`src/hw/rtl/per_id_message_stats_table_assert.svh`:
```
// Assertion macros for the per-id message statistics table.
`ifndef PER_ID_MESSAGE_STATS_TABLE_ASSERT_SVH
`define PER_ID_MESSAGE_STATS_TABLE_ASSERT_SVH
`ifndef ASSERT_OFF
`define PIMS_ASSERT(label, clk, rst_n, prop, msg) \
    label: assert property (@(posedge clk) disable iff (!rst_n) (prop)) else $error(msg);
`define PIMS_ASSERT_ALWAYS(label, clk, prop, msg) \
    label: assert property (@(posedge clk) (prop)) else $error(msg);
`else
`define PIMS_ASSERT(label, clk, rst_n, prop, msg)
`define PIMS_ASSERT_ALWAYS(label, clk, prop, msg)
`endif
`endif

```
`src/hw/rtl/pims_ram.sv`:
```
// ----------------------------------------------------------------------------
// pims_ram
// Generic single-port synchronous RAM with registered read.
// ----------------------------------------------------------------------------
module pims_ram #(
    parameter int WIDTH = 32,
    parameter int DEPTH = 64
) (
    input  logic                                      clk,
    input  logic                                      we,
    input  logic [((DEPTH > 1) ? $clog2(DEPTH) : 1)-1:0] addr,
    input  logic [WIDTH-1:0]                          wdata,
    output logic [WIDTH-1:0]                          rdata
);
    logic [WIDTH-1:0] mem [DEPTH];

    always_ff @(posedge clk)
    begin
        if (we)
        begin
            mem[addr] <= wdata;
        end
        rdata <= mem[addr];
    end
endmodule

```
`config.mk`:
```
export PLATFORM = sky130hd
export DESIGN_NAME = pims_ram
export DESIGN_NICKNAME = d
export VERILOG_FILES = /design/src/hw/rtl/per_id_message_stats_table_assert.svh /design/src/hw/rtl/pims_ram.sv
export SDC_FILE = /design/constraint.sdc
export NUM_CORES = 2
export LEC_CHECK = 0
export BUFFER_PORTS_ARGS = -buffer_cell sky130_fd_sc_hd__buf_2
export CAP_MARGIN = 30
export CORE_UTILIZATION = 40
export CTS_CLUSTER_SIZE = 14
export DETAILED_ROUTE_END_ITERATION = 16
export PLACE_DENSITY = 0.51
export SLEW_MARGIN = 30
export SYNTH_ARGS = -nofsm -noshare
export SYNTH_HDL_FRONTEND = slang
export SYNTH_SLANG_ARGS = --single-unit
```
`constraint.sdc`:
```
create_clock -name clk -period 10.7 [get_ports clk]
set_clock_uncertainty 0.05 [all_clocks]
set_input_delay 0.535 -clock clk [delete_from_list [all_inputs] [get_ports clk]]
set_output_delay 0.535 -clock clk [all_outputs]
set_load 0.02 [all_outputs]
```
==> flow_metrics.py <==
metrics = {
    "placed_design": {
        "dpl.hpwl_um": 128000,
        "placed_area_um2": 83200,
        "dp_slack_ps": 5420,
        "place_inst": 6799,
        "io_buffer_count": 71,
        "place_congestion": 0.827,
    },
    "grt": {
        "grt_pass1_wl_um": 326000,
        "grt_overflow": 0,
        "grt_pass1_vias": 42132,
        "antenna_found_initial": 7,
        "grt_max_degree": 121,
        "grt_usage": 0.231,
    },
    "sta": {
        "fin_ws_ps": 6370,
        "post-route-min-period_ps": 4330,
        "fmax_ghz": 0.231,
        "tns_ps": 0,
        "setup_violations": 0,
        "hold_violations": 0,
        "tightest_slew_ps": 1120,
        "slew_viol_final": 0,
        "slew-limit-headroom": 0.255,
        "fin_crit_sh": 0.405,
        "rsz0062_at_grt": "no",
    },
    "synth": {
        "yosys.area.top_type": "edfxtp_1",
        "yosysSeqAreaShare": 0.787,
        "synth-async-reset-ratio": 0,
        "synth_cells": 4239,
        "synthesis.nets": 4279,
        "ys_top_cells_by_area": "edfxtp_1 78%, mux2i_1 3.3%, mux4_2 2.7%, mux2_2 2.1%, a221oi_1 1.9%",
        "synth.most_common_cell": "edfxtp_1",
        "synth_edf_count": 2048,
        "syn_area_um2": 78900,
        "synth_cell_types": 56,
        "synth_common_cells": "2048 x edfxtp_1, 259 x mux2i_1, 188 x a22oi_1",
        "avgSynthCellArea_um2": 18.6,
        "synth-main-ff-cell": "edfxtp_1",
        "synth_seq_cells": 2080,
        "yosysTopAreaCellShare": 0.779,
        "ys.warnings.count": 0,
    },
    "detailed_routing": {
        "final_antenna_net_count": 0,
        "drt_first_iter_violations": 4582,
        "post-route-drc-count": 0,
        "vias": 42319,
        "wl_um": 231000,
        "drt_first_pass_iters": 6,
        "avgRoutedWirePerCell_um": 32.0,
        "viasPerCell": 5.87,
    },
    "min_path": {
        "min-delay-start": "wdata[0]",
        "hp-class": "in2reg",
    },
    "power": {
        "total_power_w": 0.0172,
        "powerDensity_nw_per_um2": 191,
        "vdd_drop_max_v": 0.000145,
        "leakage_nw": 28.7,
    },
    "worst_setup_path": {
        "critPathLaunchType": "input port",
        "crit_path_cell_trace": "buf_8, buf_4, and2_2, nand3_1, nor2_4, buf_4",
        "r2r-end": "rdata[7]$_DFF_P_",
        "r2r_setup_slack_ps": 8050,
        "crit_end": "mem[7][15]$_DFFE_PP_",
        "required_ps": 11150,
        "path_class": "in2reg",
        "path_delay_family": "simple AND/OR/NAND/NOR gates",
        "critical_path.max_stage_delay_ps": 850,
        "crit_fanout": 79,
        "cpMostUsedCell": "buf_4",
        "crit_buf_inv": 3,
        "worstSetupPathDepth": 6,
        "r2r_cells": 5,
        "critPathSlowestCell": "and2_2",
        "endpoint_kind": "flop",
        "cp-startpoint": "addr[1]",
        "reg2reg_from": "mem[16][7]$_DFFE_PP_",
        "cp.arrival_ps": 4780,
    },
    "die": {
        "rows": 162,
        "io_pins": 72,
        "die_y_um": 446,
        "die-area_um2": 199000,
        "die-width_um": 446,
        "coreArea_um2": 195000,
        "start_util": 0.404,
    },
    "cts": {
        "clockRootBuffer": "clkbuf_16",
        "cts_tree": "built",
        "ctsHoldBuffers": 0,
        "cts_buffer_depth": 3,
        "cts_buffers": 214,
        "cts_resized": 0,
        "cts_setup_buffers": 0,
        "clk_pin_slew_ps": 60,
        "cts-htree-levels": 4,
        "clock-sinks": 2080,
        "clock_latency_ps": 870,
    },
    "status": {
        "status": "finished, final reports clean",
    },
    "cells_and_area": {
        "final_area_um2": 90000,
        "drive_gt1_frac": 0.192,
        "area_growth_pct": 14.0,
        "fin_nets": 4431,
        "stdcell_count": 7205,
    },
    "run": {
        "drv_cap": 0,
    },
}
## per-layer routing
metal	part of all wire	wire (µm)	global-route usage	vias up
met2	0.48	111000	0.374	1464
met1	0.43	99800	0.321	22560
met4	0.030	6870	0.0740	6
met5	0.00017	40	0	-
met3	0.054	12400	0.0316	305
li1	-	-	-	17984
## per-stage QoR
step	hold WS, ps	utilization
global route	183	0.460
floorplan	514	-
global placement	549	0.426
finish	194	0.460
detailed placement	571	0.426
CTS	148	0.460
## worst min path at each step
| stage | end | slack, ps | cells after the start |
|---|---|---|---|
| after global routing | mem[59][0]$_DFFE_PP_ | 180 | 1 |
| after detailed placement | rdata[27]$_DFF_P_ | 570 | 3 |
| after CTS | mem[47][31]$_DFFE_PP_ | 150 | 1 |
| after global placement | rdata[27]$_DFF_P_ | 550 | 3 |
| after floorplan | rdata[10]$_DFF_P_ | 510 | 4 |
| final | mem[60][0]$_DFFE_PP_ | 190 | 1 |
## cells in the final DEF, fill, tap and decap left out, types with 85 or more instances in the layout
master and n:
edfxtp_1 2048, mux2i_1 259, clkbuf_16 217, a22oi_1 187, a221oi_1 175, buf_4 163
mux2_2 147, a21oi_1 121, mux4_2 96, o22ai_1 93, and3_1 85
## kinds of logic after synthesis
logic type	after synthesis	share of synthesized area
buffers and inverters	300	0.0168
and+or+nand+nor	424	0.0281
AOI/OAI and AO/OA	933	0.0866
muxes	502	0.0812
DFF	2080	0.787
## report_power, final
part / total (W) / switching [W] / internal, W
registers: 0.00907 / 0.0000439 / 0.00902
clock network: 0.00720 / 0.00315 / 0.00405
logic: 0.000891 / 0.000632 / 0.000259
## layout make-up
cell class | instances | area [µm²]
clock inverter | 106 | 873
fill | 16761 | 105000
tap | 2624 | 3280
multi-input combinational | 1859 | 16100
antenna | 10 | 25.0
clock buffer | 290 | 5860
inverter | 2 | 15.0
sequential | 2080 | 62100
timing repair buffer | 234 | 1640
## flip-flops by register name (all words and copies together), names as in the netlist
signal	cells
mem	2048
rdata	32
Power figures use the tool's default switching activity.
