**config.mk**
```make
export PLATFORM = sky130hd
export DESIGN_NAME = pims_divider
export DESIGN_NICKNAME = d
export VERILOG_FILES = /design/src/hw/rtl/per_id_message_stats_table_assert.svh /design/src/hw/rtl/pims_pkg.sv /design/src/hw/rtl/pims_divider.sv
export SDC_FILE = /design/constraint.sdc
export NUM_CORES = 1
export LEC_CHECK = 0
export BUFFER_PORTS_ARGS = -buffer_cell sky130_fd_sc_hd__buf_2
export CAP_MARGIN = 20
export CORE_ASPECT_RATIO = 0.8
export CORE_UTILIZATION = 55
export CTS_CLUSTER_DIAMETER = 40
export DETAILED_ROUTE_END_ITERATION = 10
export GPL_TIMING_DRIVEN = 0
export PLACE_DENSITY = 0.8
export SLEW_MARGIN = 20
export SYNTH_ARGS = -nofsm -noshare
export SYNTH_HDL_FRONTEND = slang
export SYNTH_SLANG_ARGS = --single-unit
export TNS_END_PERCENT = 5
```
**constraint.sdc**
```tcl
create_clock -name clk -period 9.4 [get_ports clk]
set_clock_uncertainty 0.1 [all_clocks]
set_input_delay 0.94 -clock clk [delete_from_list [all_inputs] [get_ports clk]]
set_output_delay 0.94 -clock clk [all_outputs]
set_load 0.02 [all_outputs]
```
**src/hw/rtl/per_id_message_stats_table_assert.svh**
```systemverilog
// Assertion macros for the per-id message statistics table.
`ifndef PER_ID_MESSAGE_STATS_TABLE_ASSERT_SVH
`define PER_ID_MESSAGE_STATS_TABLE_ASSERT_SVH
`ifndef ASSERT_OFF
`define PIMS_ASSERT(label, clk, rst_n, prop, msg) \
    label: assert property (@(posedge clk) disable iff (!rst_n) (prop)) else $error(msg);
`define PIMS_ASSERT_ALWAYS(label, clk, prop, msg) \
    label: assert property (@(posedge clk) (prop)) else $error(msg);
`else
`define PIMS_ASSERT(label, clk, rst_n, prop, msg)
`define PIMS_ASSERT_ALWAYS(label, clk, prop, msg)
`endif
`endif

```
**src/hw/rtl/pims_pkg.sv**
```systemverilog
// ----------------------------------------------------------------------------
// pims_pkg
// Types, constants and saturating helpers of the message statistics table.
// ----------------------------------------------------------------------------
package pims_pkg;

    localparam int ID_ENTRIES = 64;
    localparam int TYPE_COUNT = 4;
    localparam int IDX_W      = (ID_ENTRIES > 1) ? $clog2(ID_ENTRIES) : 1;
    localparam int CNT_W      = $clog2(ID_ENTRIES + 1);
    localparam int TYPE_W     = (TYPE_COUNT > 1) ? $clog2(TYPE_COUNT) : 1;
    localparam int TOTAL_W    = 34;

    localparam logic [1:0] ST_OK       = 2'd0;
    localparam logic [1:0] ST_FULL     = 2'd1;
    localparam logic [1:0] ST_TYPE_IGN = 2'd2;

    localparam logic [1:0] OC_SUCCESS = 2'd0;
    localparam logic [1:0] OC_FAIL    = 2'd1;
    localparam logic [1:0] OC_TIMEOUT = 2'd2;

    typedef struct packed {
        logic [31:0] msg_id;
        logic [1:0]  outcome;
        logic [23:0] msg_length;
        logic [31:0] process_us;
        logic [3:0]  msg_type;
        logic [15:0] repeat_count;
    } item_t;

    typedef struct packed {
        logic [31:0] success;
        logic [31:0] fail;
        logic [31:0] timeout;
        logic [47:0] bytes;
        logic [47:0] tsum;
        logic [31:0] tmax;
    } stats_t;

    typedef struct packed {
        logic [1:0]  status;
        logic [5:0]  entry_index;
        logic [31:0] success_total;
        logic [31:0] fail_total;
        logic [31:0] timeout_total;
        logic [47:0] byte_total;
        logic [47:0] time_sum_us;
        logic [31:0] time_max_us;
        logic [47:0] time_avg_us;
        logic [31:0] type_total;
    } result_t;

    function automatic logic [31:0] sat32(input logic [31:0] a, input logic [31:0] b);
        logic [32:0] s;
        s = {1'b0, a} + {1'b0, b};
        return s[32] ? 32'hFFFF_FFFF : s[31:0];
    endfunction

    function automatic logic [47:0] sat48(input logic [47:0] a, input logic [47:0] b);
        logic [48:0] s;
        s = {1'b0, a} + {1'b0, b};
        return s[48] ? 48'hFFFF_FFFF_FFFF : s[47:0];
    endfunction

endpackage

```
**src/hw/rtl/pims_divider.sv**
```systemverilog
// ----------------------------------------------------------------------------
// pims_divider
// Restoring divider, one quotient bit per cycle, 48-bit dividend.
// ----------------------------------------------------------------------------
module pims_divider (
    input  logic                         clk,
    input  logic                         rst_n,
    input  logic                         start,
    input  logic [47:0]                  dividend,
    input  logic [pims_pkg::TOTAL_W-1:0] divisor,
    output logic                         done,
    output logic [47:0]                  quotient
);
    import pims_pkg::*;

    logic               busy_reg, busy_next;
    logic               done_reg, done_next;
    logic [5:0]         cnt_reg, cnt_next;
    logic [47:0]        q_reg, q_next;
    logic [TOTAL_W-1:0] rem_reg, rem_next;
    logic [TOTAL_W-1:0] d_reg, d_next;
    logic [TOTAL_W:0]   shifted;
    logic [TOTAL_W:0]   diff;

    always_comb
    begin
        busy_next = busy_reg;
        done_next = 1'b0;
        cnt_next  = cnt_reg;
        q_next    = q_reg;
        rem_next  = rem_reg;
        d_next    = d_reg;
        shifted   = {rem_reg, q_reg[47]};
        diff      = shifted - {1'b0, d_reg};
        if (start)
        begin
            busy_next = 1'b1;
            cnt_next  = 6'd0;
            q_next    = dividend;
            rem_next  = '0;
            d_next    = divisor;
        end
        else if (busy_reg)
        begin
            // The remainder stays below the divisor, so the low bits hold it.
            if (!diff[TOTAL_W])
            begin
                rem_next = diff[TOTAL_W-1:0];
                q_next   = {q_reg[46:0], 1'b1};
            end
            else
            begin
                rem_next = shifted[TOTAL_W-1:0];
                q_next   = {q_reg[46:0], 1'b0};
            end
            cnt_next = cnt_reg + 6'd1;
            if (cnt_reg == 6'd47)
            begin
                busy_next = 1'b0;
                done_next = 1'b1;
            end
        end
    end

    always_ff @(posedge clk or negedge rst_n)
    begin
        if (!rst_n)
        begin
            busy_reg <= 1'b0;
            done_reg <= 1'b0;
            cnt_reg  <= 6'd0;
        end
        else
        begin
            busy_reg <= busy_next;
            done_reg <= done_next;
            cnt_reg  <= cnt_next;
        end
    end

    always_ff @(posedge clk)
    begin
        q_reg   <= q_next;
        rem_reg <= rem_next;
        d_reg   <= d_next;
    end

    assign done     = done_reg;
    assign quotient = q_reg;
endmodule

```
==> flow_summary.ini <==
[synthesis]
syn_area_um2 = 6820
synth_flop_cell = edfxtp_1
avgSynthCellArea_um2 = 10.9
syn-num-nets = 748
synth_edf_count = 82
ys_async_sr_fraction_pct = 6.45
synth_seq_cells = 124
yosysSeqAreaShare_pct = 49.0
synthCells = 627
yosys_warnings = 0
synth.distinct_cells = 64

[sta]
min_period_ns = 3.66
fin_hold_ws_ns = 0.259
fin_tns_setup_ns = 0
tightest_slew_ns = 0.853
drv_slew = 0
finalSetupViolCount = 0
finalWorstSetupSlack_ns = 5.74
fmax_mhz = 273
relSlewSlack_pct = 43.1
rsz0062_at_grt = false
fin_crit_sh_pct = 38.9
hold_violations = 0

[grt]
grt_max_degree = 36
grt-ovfl-total = 0
antenna_found_initial = 0
track_usage_pct = 27.2
grt_pass1_vias = 5514
grt_first_pass_wirelength_um = 26800

[setup_path]
worstSetupPathType = reg2reg
cp.required_ns = 9.56
cp.arrival_ns = 3.82
end_kind = register
startpoint = quotient[47]
crit_path_max_fanout = 10
critPathLaunchType = register
timing.rr.start = quotient[47]

[clock_tree]
clk_pin_slew_ns = 0.06
cts_buffer_depth = 2
cts.sinks = 124
cts_setup_buffers = 0
htree_levels = 4
cts_root_buf = clkbuf_16
clk_latency_ns = 0.42
cts_hold_buffers = 0
cts_tree = done
cts-buffers-inserted = 17
ctsResizeCount = 0

[final_layout]
fin_cells = 941
layout_common_cells = 135 x buf_2, 82 x edfxtp_1, 65 x nor2_1
fillCellCount = 831
utilization_pct = 70.2
final_common_cell = buf_2
drive_above_1_share_pct = 30.5
syn_to_final_growth_pct = 21.2
antenna_cells = 0
finalNetCount = 901
largest_register_ffs = 48

[die]
core_area_um2 = 11800
die_h_um = 102
boundaryPins = 134
fp.dieArea_um2 = 12900
die_x_um = 127
initial_core_util_pct = 57.9
std_cell_rows = 35

[place]
pre_cts_slack_ns = 5.87
dp_cells = 909
place.port_buffers = 133
dpl.hpwl_um = 11900
gp_congestion = 0.947

[detailed_routing]
postRouteAntennaNets = 0
drt_iter0_markers = 385
drc = 0
wl_per_cell_um = 17.6
avgViaCountPerCell = 5.83
dr.pass1.iters = 5
finalWirelength_um = 16500
vias = 5489

[power]
ir_drop_v = 0.000151
p_sw_uw = 928
p_per_area_nw_per_um2 = 296
internal-power_uw = 1520
p_leak_uw = 0.00372
clockPowerShare_pct = 25.9
switching_share_pct = 37.9
p_comb_share_pct = 42.4
seqPwrFrac_pct = 31.7

[job]
cap_violations = 0

[status]
status = finished clean

[min_path]
hold_class = in2async
==> final cells by class <==
cell class	instances	area, um2	share of cell area [%]
multi-input combinational	433	3140	38.0
sequential	124	3340	40.4
clock buffer	18	429	5.19
clock inverter	14	148	1.78
inverter	44	165	2.00
buffer	26	174	2.10
tap	148	185	2.24
timing repair buffer	134	686	8.29
==> metal layers <==
metal	up-vias	routed length (um)	share of wire, %	GRT usage (%)
met5	-	0	0	0
met4	0	279	1.7	11.0
met3	31	961	5.8	6.13
met2	201	7960	48	45.9
met1	2642	7340	44	34.2
li1	2615	-	-	-
==> through the flow <==
step                total power, uW  area [um2]
floorplan                      1540        6820
global placement               1750        7670
detailed placement             1780        7690
CTS                            2440        8270
global route                   2590        8270
finish                         2450        8270
==> worst paths after layout <==
check	end	slack, ns	cells after the start
worst max-delay path	rem_reg[22]	5.74	15
worst min-delay path	cnt_reg[4]	0.26	1
worst max register to register	rem_reg[22]	5.74	15
worst min register to register	rem_reg[6]	0.41	2
max in group asynchronous	busy_reg	8.76	1
min in group clk	rem_reg[6]	0.41	2
==> synthesized netlist by cell type (4+ instances only) <==
master | count | share of area [%]
a21o_1 | 12 | 1.3
nor2_1 | 65 | 3.6
nand4_1 | 7 | 0.64
dfrtp_1 | 8 | 2.9
buf_6 | 6 | 0.99
and3_1 | 4 | 0.37
edfxtp_1 | 82 | 36
o211ai_1 | 6 | 0.66
xnor2_1 | 13 | 1.7
nand2_1 | 34 | 1.9
o21ai_0 | 19 | 1.4
dfxtp_1 | 34 | 10
mux2_2 | 49 | 8.1
a211oi_1 | 26 | 2.9
nand3_1 | 8 | 0.59
ha_1 | 35 | 6.4
nor3_1 | 8 | 0.59
xor2_1 | 19 | 2.4
clkbuf_1 | 12 | 0.66
a21oi_1 | 51 | 3.7
a31oi_1 | 7 | 0.64
inv_1 | 44 | 2.4
nor2b_1 | 4 | 0.37
mux2i_1 | 13 | 1.9
==> power by group through the flow <==
stage / logic (uW) / registers (uW) / clock network (uW)
after global placement: 971 / 774 / 0
after global routing: 1130 / 788 / 667
final: 1040 / 776 / 633
after CTS: 1020 / 773 / 645
after floorplan: 747 / 788 / 0
after detailed placement: 1000 / 780 / 0
==> kinds of logic (layout without fill, tap and decap cells) <==
family	Yosys count	count (layout)	share of synthesized area (%)
xor+xnor	32	32	4.11
mux	62	62	9.99
fa+ha+maj	36	36	6.71
compound gates	153	153	15.0
flops	124	124	49.0
simple gates	150	150	10.3
buf+inv	70	236	4.97
==> worst max-delay path: stages (launching register included) <==
cell and delay (ns):
edfxtp_1 0.47, inv_1 0.10, ha_1 0.18, inv_1 0.06
fa_1 0.41, a21oi_1 0.19, o22ai_1 0.13, o2111ai_1 0.34
a21bo_2 0.28, a2111oi_2 0.09, a211oi_2 0.33, buf_6 0.22
buf_2 0.27, nor2_1 0.09, a21oi_1 0.13, a211oi_1 0.10
Note: power is estimated with default switching activity, not from simulation.
